--- config.mk ---
export PLATFORM = sky130hd
export DESIGN_NAME = coordinated_step_pulse_generator
export DESIGN_NICKNAME = d
export VERILOG_FILES = /design/src/rtl/core/csp_pkg.sv /design/src/rtl/core/csp_div.sv /design/src/rtl/core/csp_dp.sv /design/src/rtl/core/csp_ctrl.sv /design/src/rtl/core/coordinated_step_pulse_generator.sv
export SDC_FILE = /design/constraint.sdc
export NUM_CORES = 2
export LEC_CHECK = 0
export BUFFER_PORTS_ARGS = -buffer_cell sky130_fd_sc_hd__buf_2
export CORE_MARGIN = 3
export CORE_UTILIZATION = 49
export DETAILED_ROUTE_END_ITERATION = 6
export PLACE_DENSITY = 0.75
export REMOVE_ABC_BUFFERS = 1
export SYNTH_ARGS = -nofsm -noshare
export SYNTH_HDL_FRONTEND = slang
export SYNTH_SLANG_ARGS = --single-unit
export TNS_END_PERCENT = 1
--- constraint.sdc ---
create_clock -name clk -period 7.9 [get_ports clk]
set_clock_uncertainty 0.1 [all_clocks]
set_input_delay 0 -clock clk [delete_from_list [all_inputs] [get_ports clk]]
set_output_delay 0 -clock clk [all_outputs]
set_load 0.1 [all_outputs]
--- src/rtl/core/csp_pkg.sv ---
// Types and constants of the coordinated step pulse generator.
`timescale 1ns / 1ps
package csp_pkg;

	localparam int NAXES     = 4;
	localparam int TICK_RATE = 100000;
	localparam int DIV_W     = 32;
	localparam int SQ_W      = 17;
	localparam int HALF_W    = 24;
	localparam int CFG_IDX_W = 2;

	localparam logic [HALF_W-1:0] MIN_HALF = 24'd2;
	localparam logic [HALF_W-1:0] MAX_HALF = 24'hFFFFFF;

	localparam logic [1:0] OP_TICK = 2'd0;
	localparam logic [1:0] OP_MOVE = 2'd1;
	localparam logic [1:0] OP_STOP = 2'd2;

	localparam logic [CFG_IDX_W-1:0] CFG_MIN_SPEED = 2'd0;
	localparam logic [CFG_IDX_W-1:0] CFG_SETTLE    = 2'd1;

	typedef enum logic [1:0] {
		PH_IDLE,
		PH_SETTLE,
		PH_RUN
	} phase_t;

	typedef enum logic [1:0] {
		DS_SQRT,
		DS_CORR,
		DS_TOTAL,
		DS_AXIS
	} div_sel_t;

	typedef struct packed {
		logic [1:0]        opcode;
		logic signed [7:0] steps_axis0;
		logic signed [7:0] steps_axis1;
		logic signed [7:0] steps_axis2;
		logic signed [7:0] steps_axis3;
	} cmd_t;

	typedef struct packed {
		logic [3:0] step_pins;
		logic [3:0] dir_pins;
		logic       drive_current_high;
		logic       busy_res;
		logic [5:0] queue_free;
		logic       move_dropped;
		logic       move_done;
	} res_t;

	// controller to datapath
	typedef struct packed {
		logic       accept;
		logic       tick;
		logic       enq;
		logic       stop;
		logic       pop_rd;
		logic       pop_load;
		logic       div_start;
		div_sel_t   div_sel;
		logic       sq_upd;
		logic       corr;
		logic       mul;
		logic       tot_load;
		logic       ax_load;
		logic       ax_min;
		logic [1:0] ax_idx;
		logic       pop_fin;
	} ctl_t;

	// datapath to controller
	typedef struct packed {
		logic [1:0] opcode;
		logic       phase_idle;
		logic       q_nonempty;
		logic       v_zero;
		logic       div_done;
		logic       sq_cont;
		logic       best_gt1;
		logic       ax_div;
	} sts_t;

endpackage

--- src/rtl/core/csp_div.sv ---
// Restoring radix-2 divider, one quotient bit per cycle.
`timescale 1ns / 1ps
module csp_div import csp_pkg::*; (
	input  logic             clk,
	input  logic             arst_n,
	input  logic             start,
	input  logic [DIV_W-1:0] dividend,
	input  logic [DIV_W-1:0] divisor,
	output logic             done,
	output logic [DIV_W-1:0] quot,
	output logic [DIV_W-1:0] rem
);

	localparam int CNT_W = $clog2(DIV_W);

	logic             busy_q;
	logic             done_q;
	logic [CNT_W-1:0] cnt_q;
	logic [DIV_W-1:0] quo_q;
	logic [DIV_W-1:0] rem_q;
	logic [DIV_W-1:0] dvs_q;
	logic [DIV_W:0]   shifted;
	logic [DIV_W:0]   trial;

	assign shifted = {rem_q, quo_q[DIV_W-1]};
	assign trial   = shifted - {1'b0, dvs_q};

	always_ff @(posedge clk or negedge arst_n) begin
		if (!arst_n) begin
			busy_q <= 1'b0;
			done_q <= 1'b0;
			cnt_q  <= '0;
		end else begin
			done_q <= busy_q && (cnt_q == CNT_W'(DIV_W - 1));
			if (start) begin
				busy_q <= 1'b1;
				cnt_q  <= '0;
			end else if (busy_q) begin
				cnt_q <= cnt_q + 1'b1;
				if (cnt_q == CNT_W'(DIV_W - 1))
					busy_q <= 1'b0;
			end
		end
	end

	always_ff @(posedge clk) begin
		if (start) begin
			quo_q <= dividend;
			rem_q <= '0;
			dvs_q <= divisor;
		end else if (busy_q) begin
			if (trial[DIV_W]) begin
				rem_q <= shifted[DIV_W-1:0];
				quo_q <= {quo_q[DIV_W-2:0], 1'b0};
			end else begin
				rem_q <= trial[DIV_W-1:0];
				quo_q <= {quo_q[DIV_W-2:0], 1'b1};
			end
		end
	end

	assign done = done_q;
	assign quot = quo_q;
	assign rem  = rem_q;

endmodule

--- src/rtl/core/csp_dp.sv ---
// Datapath: move queue, axis timers, move planning arithmetic.
`timescale 1ns / 1ps
module csp_dp import csp_pkg::*; #(
	parameter int QUEUE_DEPTH = 32
) (
	input  logic                 clk,
	input  logic                 arst_n,
	input  logic                 cfg_we,
	input  logic [CFG_IDX_W-1:0] cfg_index,
	input  logic [15:0]          cfg_wdata,
	input  cmd_t                 cmd_in,
	input  ctl_t                 ctl,
	output sts_t                 sts,
	output res_t                 stat
);

	localparam int AW = (QUEUE_DEPTH > 1) ? $clog2(QUEUE_DEPTH) : 1;
	localparam int CW = $clog2(QUEUE_DEPTH + 1);
	localparam int FW = (CW > 6) ? CW : 6;

	logic [15:0] min_speed_q;
	logic [15:0] settle_ticks_q;

	logic [31:0]   mem [QUEUE_DEPTH];
	logic [31:0]   rd_q;
	logic [AW-1:0] head_q;
	logic [CW-1:0] count_q;
	cmd_t          item_q;

	logic [7:0]        steps_q [NAXES];
	logic [HALF_W-1:0] half_q  [NAXES];
	logic [HALF_W-1:0] cd_q    [NAXES];
	logic [NAXES-1:0]  pin_q;
	logic [NAXES-1:0]  dir_q;
	logic [NAXES-1:0]  run_q;
	phase_t            phase_q;
	logic [15:0]       settle_q;
	logic              stop_q;
	logic              cur_q;
	logic              dropped_q;
	logic              done_q;

	logic [SQ_W-1:0]  v_q;
	logic [SQ_W-1:0]  guess_q;
	logic [SQ_W-1:0]  best_q;
	logic [DIV_W-1:0] prod_q;
	logic [DIV_W-1:0] total_q;

	// tick next-state
	logic [7:0]        nx_steps [NAXES];
	logic [HALF_W-1:0] nx_cd    [NAXES];
	logic [NAXES-1:0]  nx_pin;
	logic [NAXES-1:0]  nx_run;
	logic [HALF_W-1:0] dec_cd;
	phase_t            nx_phase;
	logic [15:0]       nx_settle;
	logic [CW-1:0]     nx_count;
	logic [AW-1:0]     nx_head;
	logic              nx_stop;
	logic              nx_cur;
	logic              tick_done;
	logic              check;
	logic              armed;

	// pop decode
	logic [7:0]      mag [NAXES];
	logic [NAXES-1:0] neg;
	logic [SQ_W-1:0] sumsq;

	// divider
	logic             div_done;
	logic [DIV_W-1:0] div_quot;
	logic [DIV_W-1:0] div_rem;
	logic [DIV_W-1:0] div_a;
	logic [DIV_W-1:0] div_b;
	logic [SQ_W:0]    sq_sum;
	logic [SQ_W-1:0]  sq_next;
	logic [DIV_W-2:0] half_raw;
	logic [HALF_W-1:0] half_sat;

	logic [AW:0]     wsum;
	logic [AW-1:0]   waddr;
	logic [AW-1:0]   head_inc;
	logic [FW-1:0]   free_w;
	logic [7:0]      cmd_steps [NAXES];

	// the queued word comes from the held transaction, not the live port
	assign cmd_steps[0] = item_q.steps_axis0;
	assign cmd_steps[1] = item_q.steps_axis1;
	assign cmd_steps[2] = item_q.steps_axis2;
	assign cmd_steps[3] = item_q.steps_axis3;

	assign wsum     = {1'b0, head_q} + (AW+1)'(count_q);
	assign waddr    = (wsum >= (AW+1)'(QUEUE_DEPTH)) ? AW'(wsum - (AW+1)'(QUEUE_DEPTH))
		: wsum[AW-1:0];
	assign head_inc = (head_q == AW'(QUEUE_DEPTH - 1)) ? '0 : head_q + 1'b1;

	always_comb begin
		for (int i = 0; i < NAXES; i++) begin
			neg[i] = rd_q[8*i+7];
			mag[i] = neg[i] ? 8'(-rd_q[8*i +: 8]) : rd_q[8*i +: 8];
		end
		sumsq = SQ_W'(16'(mag[0] * mag[0])) + SQ_W'(16'(mag[1] * mag[1]))
			+ SQ_W'(16'(mag[2] * mag[2])) + SQ_W'(16'(mag[3] * mag[3]));
	end

	// one timer tick while settling or running
	always_comb begin
		nx_steps  = steps_q;
		nx_cd     = cd_q;
		nx_pin    = pin_q;
		nx_run    = run_q;
		nx_phase  = phase_q;
		nx_settle = settle_q;
		nx_count  = count_q;
		nx_head   = head_q;
		nx_stop   = stop_q;
		nx_cur    = cur_q;
		tick_done = 1'b0;
		check     = 1'b0;
		dec_cd    = '0;
		unique case (phase_q)
			PH_SETTLE: begin
				if (settle_q != '0) begin
					nx_settle = settle_q - 1'b1;
				end else begin
					for (int i = 0; i < NAXES; i++) begin
						if (run_q[i] && steps_q[i] != '0) begin
							nx_pin[i] = 1'b1;
							nx_cd[i]  = half_q[i];
						end
					end
					nx_phase = PH_RUN;
					check    = 1'b1;
				end
			end
			PH_RUN: begin
				for (int i = 0; i < NAXES; i++) begin
					if (cd_q[i] != '0) begin
						dec_cd   = cd_q[i] - 1'b1;
						nx_cd[i] = dec_cd;
						if (dec_cd == '0) begin
							if (pin_q[i]) begin
								nx_pin[i] = 1'b0;
								if (steps_q[i] != '0)
									nx_steps[i] = steps_q[i] - 1'b1;
								if (run_q[i])
									nx_cd[i] = half_q[i];
							end else if (steps_q[i] != '0 && run_q[i]) begin
								nx_pin[i] = 1'b1;
								nx_cd[i]  = half_q[i];
							end
						end
					end
				end
				check = 1'b1;
			end
			default: ;
		endcase
		armed = 1'b0;
		for (int i = 0; i < NAXES; i++)
			armed = armed | (nx_cd[i] != '0);
		// finish the move when nothing is armed
		if (check && !armed) begin
			nx_run   = '0;
			nx_phase = PH_IDLE;
			if (stop_q) begin
				nx_count = '0;
				nx_head  = '0;
				nx_stop  = 1'b0;
			end
			if (nx_count == '0)
				nx_cur = 1'b0;
			tick_done = 1'b1;
		end
	end

	always_comb begin
		unique case (ctl.div_sel)
			DS_SQRT: begin
				div_a = DIV_W'(v_q);
				div_b = DIV_W'(guess_q);
			end
			DS_CORR: begin
				div_a = DIV_W'(v_q);
				div_b = DIV_W'(best_q);
			end
			DS_TOTAL: begin
				div_a = prod_q;
				div_b = (min_speed_q == '0) ? DIV_W'(1) : DIV_W'(min_speed_q);
			end
			default: begin
				div_a = total_q;
				div_b = DIV_W'(steps_q[ctl.ax_idx]);
			end
		endcase
	end

	csp_div u_div (
		.clk      (clk),
		.arst_n   (arst_n),
		.start    (ctl.div_start),
		.dividend (div_a),
		.divisor  (div_b),
		.done     (div_done),
		.quot     (div_quot),
		.rem      (div_rem)
	);

	// Newton step, rounded up
	assign sq_sum  = (SQ_W+1)'(div_quot[SQ_W-1:0]) + (SQ_W+1)'(guess_q);
	assign sq_next = sq_sum[SQ_W:1] + SQ_W'(sq_sum[0]);

	assign half_raw = div_quot[DIV_W-1:1];
	assign half_sat = (half_raw > (DIV_W-1)'(MAX_HALF)) ? MAX_HALF
		: (half_raw < (DIV_W-1)'(MIN_HALF)) ? MIN_HALF : half_raw[HALF_W-1:0];

	always_ff @(posedge clk) begin
		if (ctl.enq && count_q < CW'(QUEUE_DEPTH))
			mem[waddr] <= {cmd_steps[3], cmd_steps[2], cmd_steps[1], cmd_steps[0]};
		if (ctl.pop_rd)
			rd_q <= mem[head_q];
	end

	always_ff @(posedge clk) begin
		if (ctl.accept)
			item_q <= cmd_in;
		if (ctl.pop_load) begin
			v_q     <= sumsq;
			guess_q <= sumsq;
			best_q  <= sumsq;
		end
		if (ctl.sq_upd && best_q > sq_next) begin
			best_q  <= sq_next;
			guess_q <= sq_next;
		end
		if (ctl.corr && div_quot == DIV_W'(best_q - 1'b1) && div_rem == '0)
			best_q <= best_q - 1'b1;
		if (ctl.mul)
			prod_q <= DIV_W'(best_q) * DIV_W'(TICK_RATE);
		if (ctl.tot_load)
			total_q <= div_quot;
	end

	always_ff @(posedge clk or negedge arst_n) begin
		if (!arst_n) begin
			min_speed_q    <= 16'd2400;
			settle_ticks_q <= 16'd5000;
			head_q    <= '0;
			count_q   <= '0;
			pin_q     <= '0;
			dir_q     <= '0;
			run_q     <= '0;
			phase_q   <= PH_IDLE;
			settle_q  <= '0;
			stop_q    <= 1'b0;
			cur_q     <= 1'b0;
			dropped_q <= 1'b0;
			done_q    <= 1'b0;
			for (int i = 0; i < NAXES; i++) begin
				steps_q[i] <= '0;
				half_q[i]  <= '0;
				cd_q[i]    <= '0;
			end
		end else begin
			if (cfg_we) begin
				if (cfg_index == CFG_MIN_SPEED)
					min_speed_q <= cfg_wdata;
				else if (cfg_index == CFG_SETTLE)
					settle_ticks_q <= cfg_wdata;
			end
			if (ctl.accept) begin
				dropped_q <= 1'b0;
				done_q    <= 1'b0;
			end
			if (ctl.tick) begin
				steps_q  <= nx_steps;
				cd_q     <= nx_cd;
				pin_q    <= nx_pin;
				run_q    <= nx_run;
				phase_q  <= nx_phase;
				settle_q <= nx_settle;
				count_q  <= nx_count;
				head_q   <= nx_head;
				stop_q   <= nx_stop;
				cur_q    <= nx_cur;
				done_q   <= tick_done;
			end
			if (ctl.enq) begin
				if (count_q < CW'(QUEUE_DEPTH))
					count_q <= count_q + 1'b1;
				else
					dropped_q <= 1'b1;
			end
			if (ctl.stop) begin
				run_q <= '0;
				if (phase_q == PH_IDLE) begin
					count_q <= '0;
					head_q  <= '0;
					stop_q  <= 1'b0;
					cur_q   <= 1'b0;
				end else begin
					stop_q <= 1'b1;
				end
			end
			if (ctl.pop_load) begin
				head_q  <= head_inc;
				count_q <= count_q - 1'b1;
				pin_q   <= '0;
				for (int i = 0; i < NAXES; i++) begin
					steps_q[i] <= mag[i];
					cd_q[i]    <= '0;
					dir_q[i]   <= !neg[i] && rd_q[8*i +: 8] != '0;
					run_q[i]   <= mag[i] != '0;
				end
			end
			if (ctl.ax_load)
				half_q[ctl.ax_idx] <= half_sat;
			if (ctl.ax_min)
				half_q[ctl.ax_idx] <= MIN_HALF;
			if (ctl.pop_fin) begin
				cur_q    <= 1'b1;
				settle_q <= settle_ticks_q;
				phase_q  <= PH_SETTLE;
			end
		end
	end

	assign free_w = FW'(QUEUE_DEPTH) - FW'(count_q);

	always_comb begin
		stat.step_pins          = pin_q;
		stat.dir_pins           = dir_q;
		stat.drive_current_high = cur_q;
		stat.busy_res           = phase_q != PH_IDLE;
		stat.queue_free         = (free_w > FW'(63)) ? 6'd63 : free_w[5:0];
		stat.move_dropped       = dropped_q;
		stat.move_done          = done_q;
	end

	assign sts.opcode     = item_q.opcode;
	assign sts.phase_idle = phase_q == PH_IDLE;
	assign sts.q_nonempty = count_q != '0;
	assign sts.v_zero     = v_q == '0;
	assign sts.div_done   = div_done;
	assign sts.sq_cont    = best_q > sq_next;
	assign sts.best_gt1   = best_q > SQ_W'(1);
	assign sts.ax_div     = steps_q[ctl.ax_idx] != '0 && best_q != '0;

endmodule

--- src/rtl/core/csp_ctrl.sv ---
// Controller: sequences each transaction and the move planning steps.
`timescale 1ns / 1ps
module csp_ctrl import csp_pkg::*; (
	input  logic clk,
	input  logic arst_n,
	input  logic accept,
	input  sts_t sts,
	output ctl_t ctl,
	output logic ready,
	output logic resp
);

	typedef enum logic [3:0] {
		S_IDLE, S_DEC, S_RD, S_LOAD, S_SQ, S_SQW, S_CR, S_CRW,
		S_MUL, S_TD, S_TDW, S_AX, S_AXW, S_FIN, S_OUT
	} state_t;

	state_t     state_q;
	state_t     state_nx;
	logic [1:0] idx_q;
	logic [1:0] idx_nx;

	always_comb begin
		ctl          = '0;
		ctl.div_sel  = DS_SQRT;
		ctl.ax_idx   = idx_q;
		ctl.accept   = accept;
		state_nx     = state_q;
		idx_nx       = idx_q;
		unique case (state_q)
			S_IDLE: if (accept) state_nx = S_DEC;
			S_DEC: begin
				priority if (sts.opcode == OP_TICK && sts.phase_idle && sts.q_nonempty) begin
					state_nx = S_RD;
				end else if (sts.opcode == OP_TICK) begin
					ctl.tick = 1'b1;
					state_nx = S_OUT;
				end else if (sts.opcode == OP_MOVE) begin
					ctl.enq  = 1'b1;
					state_nx = S_OUT;
				end else if (sts.opcode == OP_STOP) begin
					ctl.stop = 1'b1;
					state_nx = S_OUT;
				end else begin
					state_nx = S_OUT;
				end
			end
			S_RD: begin
				ctl.pop_rd = 1'b1;
				state_nx   = S_LOAD;
			end
			S_LOAD: begin
				ctl.pop_load = 1'b1;
				state_nx     = S_SQ;
			end
			S_SQ: begin
				if (sts.v_zero) begin
					idx_nx   = '0;
					state_nx = S_AX;
				end else begin
					ctl.div_start = 1'b1;
					state_nx      = S_SQW;
				end
			end
			S_SQW: begin
				if (sts.div_done) begin
					ctl.sq_upd = 1'b1;
					state_nx   = sts.sq_cont ? S_SQ : S_CR;
				end
			end
			S_CR: begin
				if (sts.best_gt1) begin
					ctl.div_sel   = DS_CORR;
					ctl.div_start = 1'b1;
					state_nx      = S_CRW;
				end else begin
					state_nx = S_MUL;
				end
			end
			S_CRW: begin
				if (sts.div_done) begin
					ctl.corr = 1'b1;
					state_nx = S_MUL;
				end
			end
			S_MUL: begin
				ctl.mul  = 1'b1;
				state_nx = S_TD;
			end
			S_TD: begin
				ctl.div_sel   = DS_TOTAL;
				ctl.div_start = 1'b1;
				state_nx      = S_TDW;
			end
			S_TDW: begin
				if (sts.div_done) begin
					ctl.tot_load = 1'b1;
					idx_nx       = '0;
					state_nx     = S_AX;
				end
			end
			S_AX: begin
				ctl.div_sel = DS_AXIS;
				if (sts.ax_div) begin
					ctl.div_start = 1'b1;
					state_nx      = S_AXW;
				end else begin
					ctl.ax_min = 1'b1;
					idx_nx     = idx_q + 1'b1;
					state_nx   = (idx_q == 2'(NAXES - 1)) ? S_FIN : S_AX;
				end
			end
			S_AXW: begin
				ctl.div_sel = DS_AXIS;
				if (sts.div_done) begin
					ctl.ax_load = 1'b1;
					idx_nx      = idx_q + 1'b1;
					state_nx    = (idx_q == 2'(NAXES - 1)) ? S_FIN : S_AX;
				end
			end
			S_FIN: begin
				ctl.pop_fin = 1'b1;
				state_nx    = S_OUT;
			end
			S_OUT:   state_nx = S_IDLE;
			default: state_nx = S_IDLE;
		endcase
	end

	always_ff @(posedge clk or negedge arst_n) begin
		if (!arst_n) begin
			state_q <= S_IDLE;
			idx_q   <= '0;
		end else begin
			state_q <= state_nx;
			idx_q   <= idx_nx;
		end
	end

	assign ready = state_q == S_IDLE;
	assign resp  = state_q == S_OUT;

endmodule

--- src/rtl/core/coordinated_step_pulse_generator.sv ---
// Top level: four-axis step pulse generator with queued moves.
// A stop, a move entry or a plain tick goes from decode straight to the output state.
// A popping tick reads and loads the next move, finds its length by Newton steps,
// checks the root when it exceeds 1, scales it and divides it once per moving axis; a zero
// move skips to the axes. All divisions share the one serial divider; one transaction at a
// time, each once the last result is taken. Reset (arst_n low) empties queue, idles axes.
`timescale 1ns / 1ps
module coordinated_step_pulse_generator import csp_pkg::*; #(
	parameter int QUEUE_DEPTH = 32
) (
	input  logic                 clk,
	input  logic                 arst_n,
	input  logic                 cmd_valid,
	output logic                 cmd_stall,
	input  cmd_t                 cmd,
	output logic                 res_valid,
	input  logic                 res_stall,
	output res_t                 res,
	input  logic                 cfg_we,
	input  logic [CFG_IDX_W-1:0] cfg_index,
	input  logic [15:0]          cfg_wdata
);

	ctl_t ctl;
	sts_t sts;
	res_t stat;
	logic ready;
	logic resp;
	logic accept;
	logic res_valid_q;
	res_t res_q;

	assign cmd_stall = !ready || res_valid_q;
	assign accept    = cmd_valid && !cmd_stall;

	csp_ctrl u_ctrl (
		.clk    (clk),
		.arst_n (arst_n),
		.accept (accept),
		.sts    (sts),
		.ctl    (ctl),
		.ready  (ready),
		.resp   (resp)
	);

	csp_dp #(.QUEUE_DEPTH(QUEUE_DEPTH)) u_dp (
		.clk       (clk),
		.arst_n    (arst_n),
		.cfg_we    (cfg_we),
		.cfg_index (cfg_index),
		.cfg_wdata (cfg_wdata),
		.cmd_in    (cmd),
		.ctl       (ctl),
		.sts       (sts),
		.stat      (stat)
	);

	// hold the result until taken
	always_ff @(posedge clk or negedge arst_n) begin
		if (!arst_n) begin
			res_valid_q <= 1'b0;
		end else if (resp) begin
			res_valid_q <= 1'b1;
		end else if (res_valid_q && !res_stall) begin
			res_valid_q <= 1'b0;
		end
	end

	always_ff @(posedge clk) begin
		if (resp)
			res_q <= stat;
	end

	assign res_valid = res_valid_q;
	assign res       = res_q;

endmodule

# Yosys cells after proc, flatten, opt, wreduce, memory -nomap -nowiden
# Memory sizes are Yosys's and may differ from the RTL's. A register that Yosys moved wholly into a read port is not among the register bits.
# Cells that the tools add are included.
totals:
  word_cells: 462
  rom_bits: 0
  ram_bits: 1024
  output_inout_bits: 20
  reg_bits: 573
  inputBits: 57
  latchBits: 0
  memories: 1
op_classes:
  div_mod_pow: 0
  addsub: 29
  bitwise: 8
  multipliers: 5
  reduce_logical: 118
  n_eq_ne: 46
  order_cmp: 9
  mux: 192
  n_shift: 0
memory_table:
  columns: ["name", "depth", "width", "read_ports", "rd_ports_with_merged_regs", "wr", "line", "rtl"]
  rows:
  - ["u_dp.mem", 32, 32, 1, 1, 1, "csp_dp.sv:24", "logic [31:0] mem [QUEUE_DEPTH];"]
op_table:
  columns: ["cell", "count"]
  rows:
  - ["$mux W24", 27]
  - ["$mux W96", 5]
  - ["$mux W32", 6]
  - ["$pmux W96 S2", 1]
  - ["$reduce_bool A24 Y1", 8]
  - ["$mux W8", 22]
  - ["$reduce_bool A8 Y1", 13]
  - ["$bwmux W96", 1]
  - ["$logic_not A24 Y1", 4]
  - ["$pmux W32 S3", 1]
  - ["$sub A24 B1 Y24 const B", 4]
  - ["$and A92 B92 Y92", 1]
  - ["$not A92 Y92", 1]
  - ["$mux W16", 5]
  - ["$mul A8 B8 Y16", 4]
  - ["$mux W4", 16]
  - ["$pmux W32 S2", 1]
  - ["$mux W1", 62]
  - ["$pmux W4 S14", 1]
  - ["$reduce_bool A2 Y1", 28]
  - ["$mux W6", 9]
  - ["$mux W17", 3]
  - ["$mux W5", 10]
  - ["$demux W24 S2", 1]
  - ["70 further kinds", 173]

# Logic depth before layout (Yosys ltp)
depth:
  word_depth: 21
  ltp_mapped: 36
  depth_no_buf: 36

# Hierarchy
# Synthesis repeated with hierarchy kept, for this count alone.
unflattened:
  hier_cells: 7211
  hier_area_um2: 87714.1
by_module_without_submodules:
  columns: ["mod", "instances", "cells_each", "area_per_inst_um2", "seq_area_each_um2"]
  rows:
  - ["csp_dp", 1, 6506, 80373.3, 43578.0]
  - ["csp_div", 1, 571, 5929.4, 2737.6]
  - ["csp_ctrl", 1, 112, 822.0, 150.1]
  - ["coordinated_step_pulse_generator", 1, 22, 589.3, 565.5]

# Worst setup path after synthesis
# No wires, ideal clock.
synth_path:
  kind: "register to register"
  from: "reg u_dp.rd_q[24] (read register of u_dp.mem)"
  to: "reg u_dp.best_q[14] (data pin)"
  period_less_slack_ns: 8.395
  arrival_time_ns: 8.041
  n_path_buf: 0
  setup_ns: 0.254
  t_required_ns: 7.546
  slack_ns: -0.495
  stages_incl_launch_ff: 30
  cell_sequence: "edfxtp_1 -> inv_1 -> ha_1 -> nand2b_1 -> o21ai_0 -> xor2_1 -> or2_2 -> fa_1 -> fa_1 -> fa_1 -> inv_1 -> fa_1 -> fa_1 -> fa_1 -> inv_1 -> fa_1 -> fa_1 -> inv_1 -> ha_1 -> a21oi_1 -> o21ai_0 -> a21oi_1 -> o21ai_0 -> a21oi_1 -> o21ai_0 -> a2111oi_0 -> nor2_1 -> xor2_1 -> mux2_2 -> o21a_1"
synth_via:
  elab_chain_cells: 7
synth_rtl:
  columns: ["element", "line", "rtl"]
  rows:
  - ["from (decl)", "csp_dp.sv:25", "logic [31:0] rd_q;"]
  - ["$neg A8 Y8", "csp_dp.sv:101", "mag[i] = neg[i] ? 8'(-rd_q[8*i +: 8]) : rd_q[8*i +: 8];"]
  - ["$mux W8 (*)", "csp_dp.sv:101", null]
  - ["$mul A8 B8 Y16 (*)", "csp_dp.sv:104", "+ SQ_W'(16'(mag[2] * mag[2])) + SQ_W'(16'(mag[3] * mag[3]));"]
  - ["$add A17 B16 Y17 (*)", "csp_dp.sv:104", null]
  - ["named net u_dp.sumsq[14]", "csp_dp.sv:68", "logic [SQ_W-1:0] sumsq;"]
  - ["$mux W17 (*)", "csp_dp.sv:228", "if (ctl.pop_load) begin"]
  - ["$mux W17 (*)", "csp_dp.sv:233", "if (ctl.sq_upd && best_q > sq_next) begin"]
  - ["$mux W17 (*)", "csp_dp.sv:237", "if (ctl.corr && div_quot == DIV_W'(best_q - 1'b1) && div_rem == '0)"]
  - ["to (signal assigned)", "csp_dp.sv:231", "best_q <= sumsq;"]
  - ["to (signal assigned)", "csp_dp.sv:234", "best_q <= sq_next;"]
  - ["to (signal assigned)", "csp_dp.sv:238", "best_q <= best_q - 1'b1;"]
  - ["to (decl)", "csp_dp.sv:45", "logic [SQ_W-1:0] best_q;"]
# The timed path passes the listed nets; every way through them passes the cells marked *. The select of a mux whose other input is x is not followed.
# A chain may end at the register's enable or synchronous reset.

# Final worst setup path
layout_path:
  from: "reg u_dp.rd_q[25] (read register of u_dp.mem)"
  to: "reg u_dp.best_q[14] (data pin)"
# The elaborated chain is that of the path after synthesis.

==> summary.md <==
| Metric | Value |
|---|---|
| CTS Root Cell | `clkbuf_16` |
| Slew @ Worst Pin | `1.28 ns` |
| Most used DFF post-synth | `edfxtp_1` |
| Nets | `between 7,000 and 8,000` |
| Sink Count | `about 1,600` |
| Post-synthesis mux area share | `0.0790` |
| #FFs+latches synth | `~1,600` |
| Port buffer count | `76` |
| Sequential area share after synthesis | `0.550` |
| Largest family of logic cells by synthesized area | `compound AO/OA/AOI/OAI gates` |
| I/O Pins | `slightly below 80` |
| Crit path max-delay family | `adder cells` |
| DRT antenna net count | `0` |
| Synth Area in XOR/XNOR | `0.0237` |
| Final WS setup | `-0.220 ns` |
| Most common cell after layout, fill and taps aside | `edfxtp_1` |
| Crit path buffers/inverters | `6` |
| Layout cells sized above 1 | `0.136` |
| Cells after Synth | `just under 7,000` |
| Number of global-route vias before repair | `59,400` |
| Vias post-DR | `60,200` |
| Area leader, netlist | `edfxtp_1` |
| RSZ-0062 raised after global routing | `yes` |
| GR peak layer | `met2` |
| Simple-gate area share of the yosys netlist | `0.103` |
| Post-synthesis compound-gate area fraction | `0.107` |
| Setup TNS | `-1.05 ns` |
| Failing checks | `negative setup slack` |
| Asr flop ratio synth | `0.195` |
| Top cell by count, worst path | `fa_1` |
| CTS Buf Count | `roughly 160` |
| MaxCap Viol Count | `0` |
| Synth unique cells | `between 90 and 100` |
| Met2 Track Usage GR | `0.443` |
| Initial antenna violation count | `4` |
| Crit. End Element | `flop` |
| Average cell area after synthesis | `around 12 um^2` |
| Slowest CP cell | `fa_1` |
| Status | `finished with violations` |
| Final period util | `1.03` |
| Minimum clock period | `roughly 8.1 ns` |
| Yosys warns | `0` |
| Grt ovf | `0` |
| Clock latency on the worst-skew pair | `0.85 ns` |
| Post-synth EDFFs | `about 1,300` |
| Most frequent cells in the layout | `1,267 x edfxtp_1, 524 x nand2_1, 456 x inv_1, 448 x nor2_1, 401 x o21ai_0` |
| Met3 Usage GRT | `0.0527` |
| HPWL after DPL | `roughly 160 mm` |
| Mapped Area | `0.0847 mm^2` |
| Count of final hold-check violations | `0` |
| Final Util | `0.561` |
| Top cell type's share of synthesized area | `0.449` |
| Startpoint types | `flop` |
| GR Layer Usage met1 | `0.363` |
| WL final | `about 250 mm` |
| Pin count of the biggest net entering global routing | `162` |
| Fmax | `roughly 120 MHz` |
| Initial drt markers | `7,790` |
| Std-Cell Rows | `151` |
| Initial DRT Pass Iterations | `7` |
| Min-delay worst type | `in2reg` |
| Via-per-instance ratio | `approximately 6.3` |
| Clk buf depth | `3` |
| Core area | `roughly 0.17 mm^2` |
| Die area | `0.178 mm^2` |
| Dpl ws | `-0.546 ns` |
| Post-DR wirelength/cell | `roughly 26 um` |
| Final hold slack | `around 0.094 ns` |
| Adder-Cell Fraction of Synth Area | `0.100` |
| Crit Path Max Fanout | `3` |
| Clk pin slew, worst setup/hold paths | `around 0.060 ns` |
| DIE WIDTH | `between 400 and 500 um` |
| CTS tree | `yes` |
| Die Y-Extent | `~420 um` |
| Largest cells by area after synthesis | `edfxtp_1 45%, dfrtp_1 9.0%, fa_1 5.5%` |
| Slew HR | `0.134` |
| Layout Area Growth over Synthesis | `13.1%` |
| Required @ worst endpoint | `between 8 and 9 ns` |
| First-pass GRT wire length | `between 300 and 400 mm` |
| Setup-failing EPs final | `8` |
| DRC | `0` |
| Fin. max-slew vios | `0` |
| Crit Path Class | `reg2reg` |
| H-tree depth | `4` |
| Placer Congestion | `between 0.9 and 1` |
| Max stage delay on crit path | `around 0.57 ns` |
| Starting density of the core | `0.496` |
| WP data arrival | `8.58 ns` |
| Tot GR Track Use | `0.277` |
[cell usage after synthesis (45+ instances only)]
cell type / n
nand2_1: 525
clkbuf_1: 293
nand3_1: 140
o221ai_1: 102
a211oi_1: 108
xnor2_1: 149
nor3_1: 127
o22ai_1: 48
mux4_2: 136
xor2_1: 80
nor4_1: 106
edfxtp_1: 1267
and3_1: 45
mux2_2: 109
inv_1: 460
ha_1: 307
or3_1: 47
a21o_1: 48
a21oi_1: 329
o21ai_0: 409
dfrtp_1: 306
nand4_1: 67
fa_1: 233
mux2i_1: 240
nor2_1: 484
buf_1: 48
[flip-flops by register name, summed over array words and instances, names as in the netlist, 18 cells and up, named ones only]
name / cells
res: 18
u_dp.cd_q: 96
u_dp.cmd_steps: 32
u_dp.half_q: 72
u_dp.mem: 1024
u_dp.prod_q: 27
u_dp.rd_q: 32
u_dp.steps_q: 32
u_dp.total_q: 32
u_dp.u_div.quot: 32
u_dp.u_div.rem: 32
[cell type report]
cell class | count | area (um^2)
flip-flops and latches | 1614 | 46600
well taps | 2295 | 2870
clock buffers | 210 | 4360
clock inverters | 89 | 1050
repair buffers | 445 | 3490
diodes | 3 | 7.51
inverters | 465 | 1750
multi-input cells | 4487 | 35600
fillers | 13600 | 74800
[final timing paths]
check,cells after the start,endpoint,slack (ns),start
worst max-delay path,29,u_dp.best_q[14]$_DFFE_PP_,-0.22,u_dp.rd_q[25]$_DFFE_PP_
worst min-delay path,3,u_dp.settle_ticks_q[15]$_DFFE_PN0P_,0.09,cfg_we
worst max register to register,29,u_dp.best_q[14]$_DFFE_PP_,-0.22,u_dp.rd_q[25]$_DFFE_PP_
worst min register to register,0,res[9]$_DFFE_PP_,0.32,u_dp.cur_q$_DFF_PN0_
max in group asynchronous,4,u_dp.cd_q[33]$_DFFE_PN0P_,6.43,arst_n
min in group asynchronous,3,u_dp.min_speed_q[5]$_DFFE_PN1P_,0.26,arst_n
[tightest hold or removal path, cell delays in order]
cell      delay, ns
buf_2          0.11
nand3b_1       0.58
mux2_2         0.28
[cells by family after synthesis]
logic type / count (synthesis)
XOR/XNOR: 229
AND/OR/NAND/NOR: 1798
AO/OA/AOI/OAI: 1411
flip-flops: 1614
multiplexers: 485
buffers and inverters: 822
other: 2
adder cells (fa/ha/maj): 540
[timing repair]
item                       4_1_cts  5_1_grt
setup endpoints to repair       16       21
setup buffers                    7        3
hold endpoints to repair       384        0
pin swaps                       15       21
resized for setup               28       23
hold buffers                   108        0
[metal layers]
layer | wire (um) | up-vias | share of wire
li1 | - | 26200 | -
met1 | 96200 | 30000 | 0.38
met2 | 118000 | 3173 | 0.47
met3 | 22400 | 767 | 0.090
met4 | 13900 | 0 | 0.055
met5 | 0 | - | 0
[metrics by stage]
step	instances	area (um^2)
floorplan	6566	83400
global placement	9188	89000
detailed placement	9188	89000
CTS	9602	95600
global route	9606	95800
finish	9608	95800
Power is not shown: default switching activity piles up to over one toggle a cycle in this logic, so the estimate is an artifact.
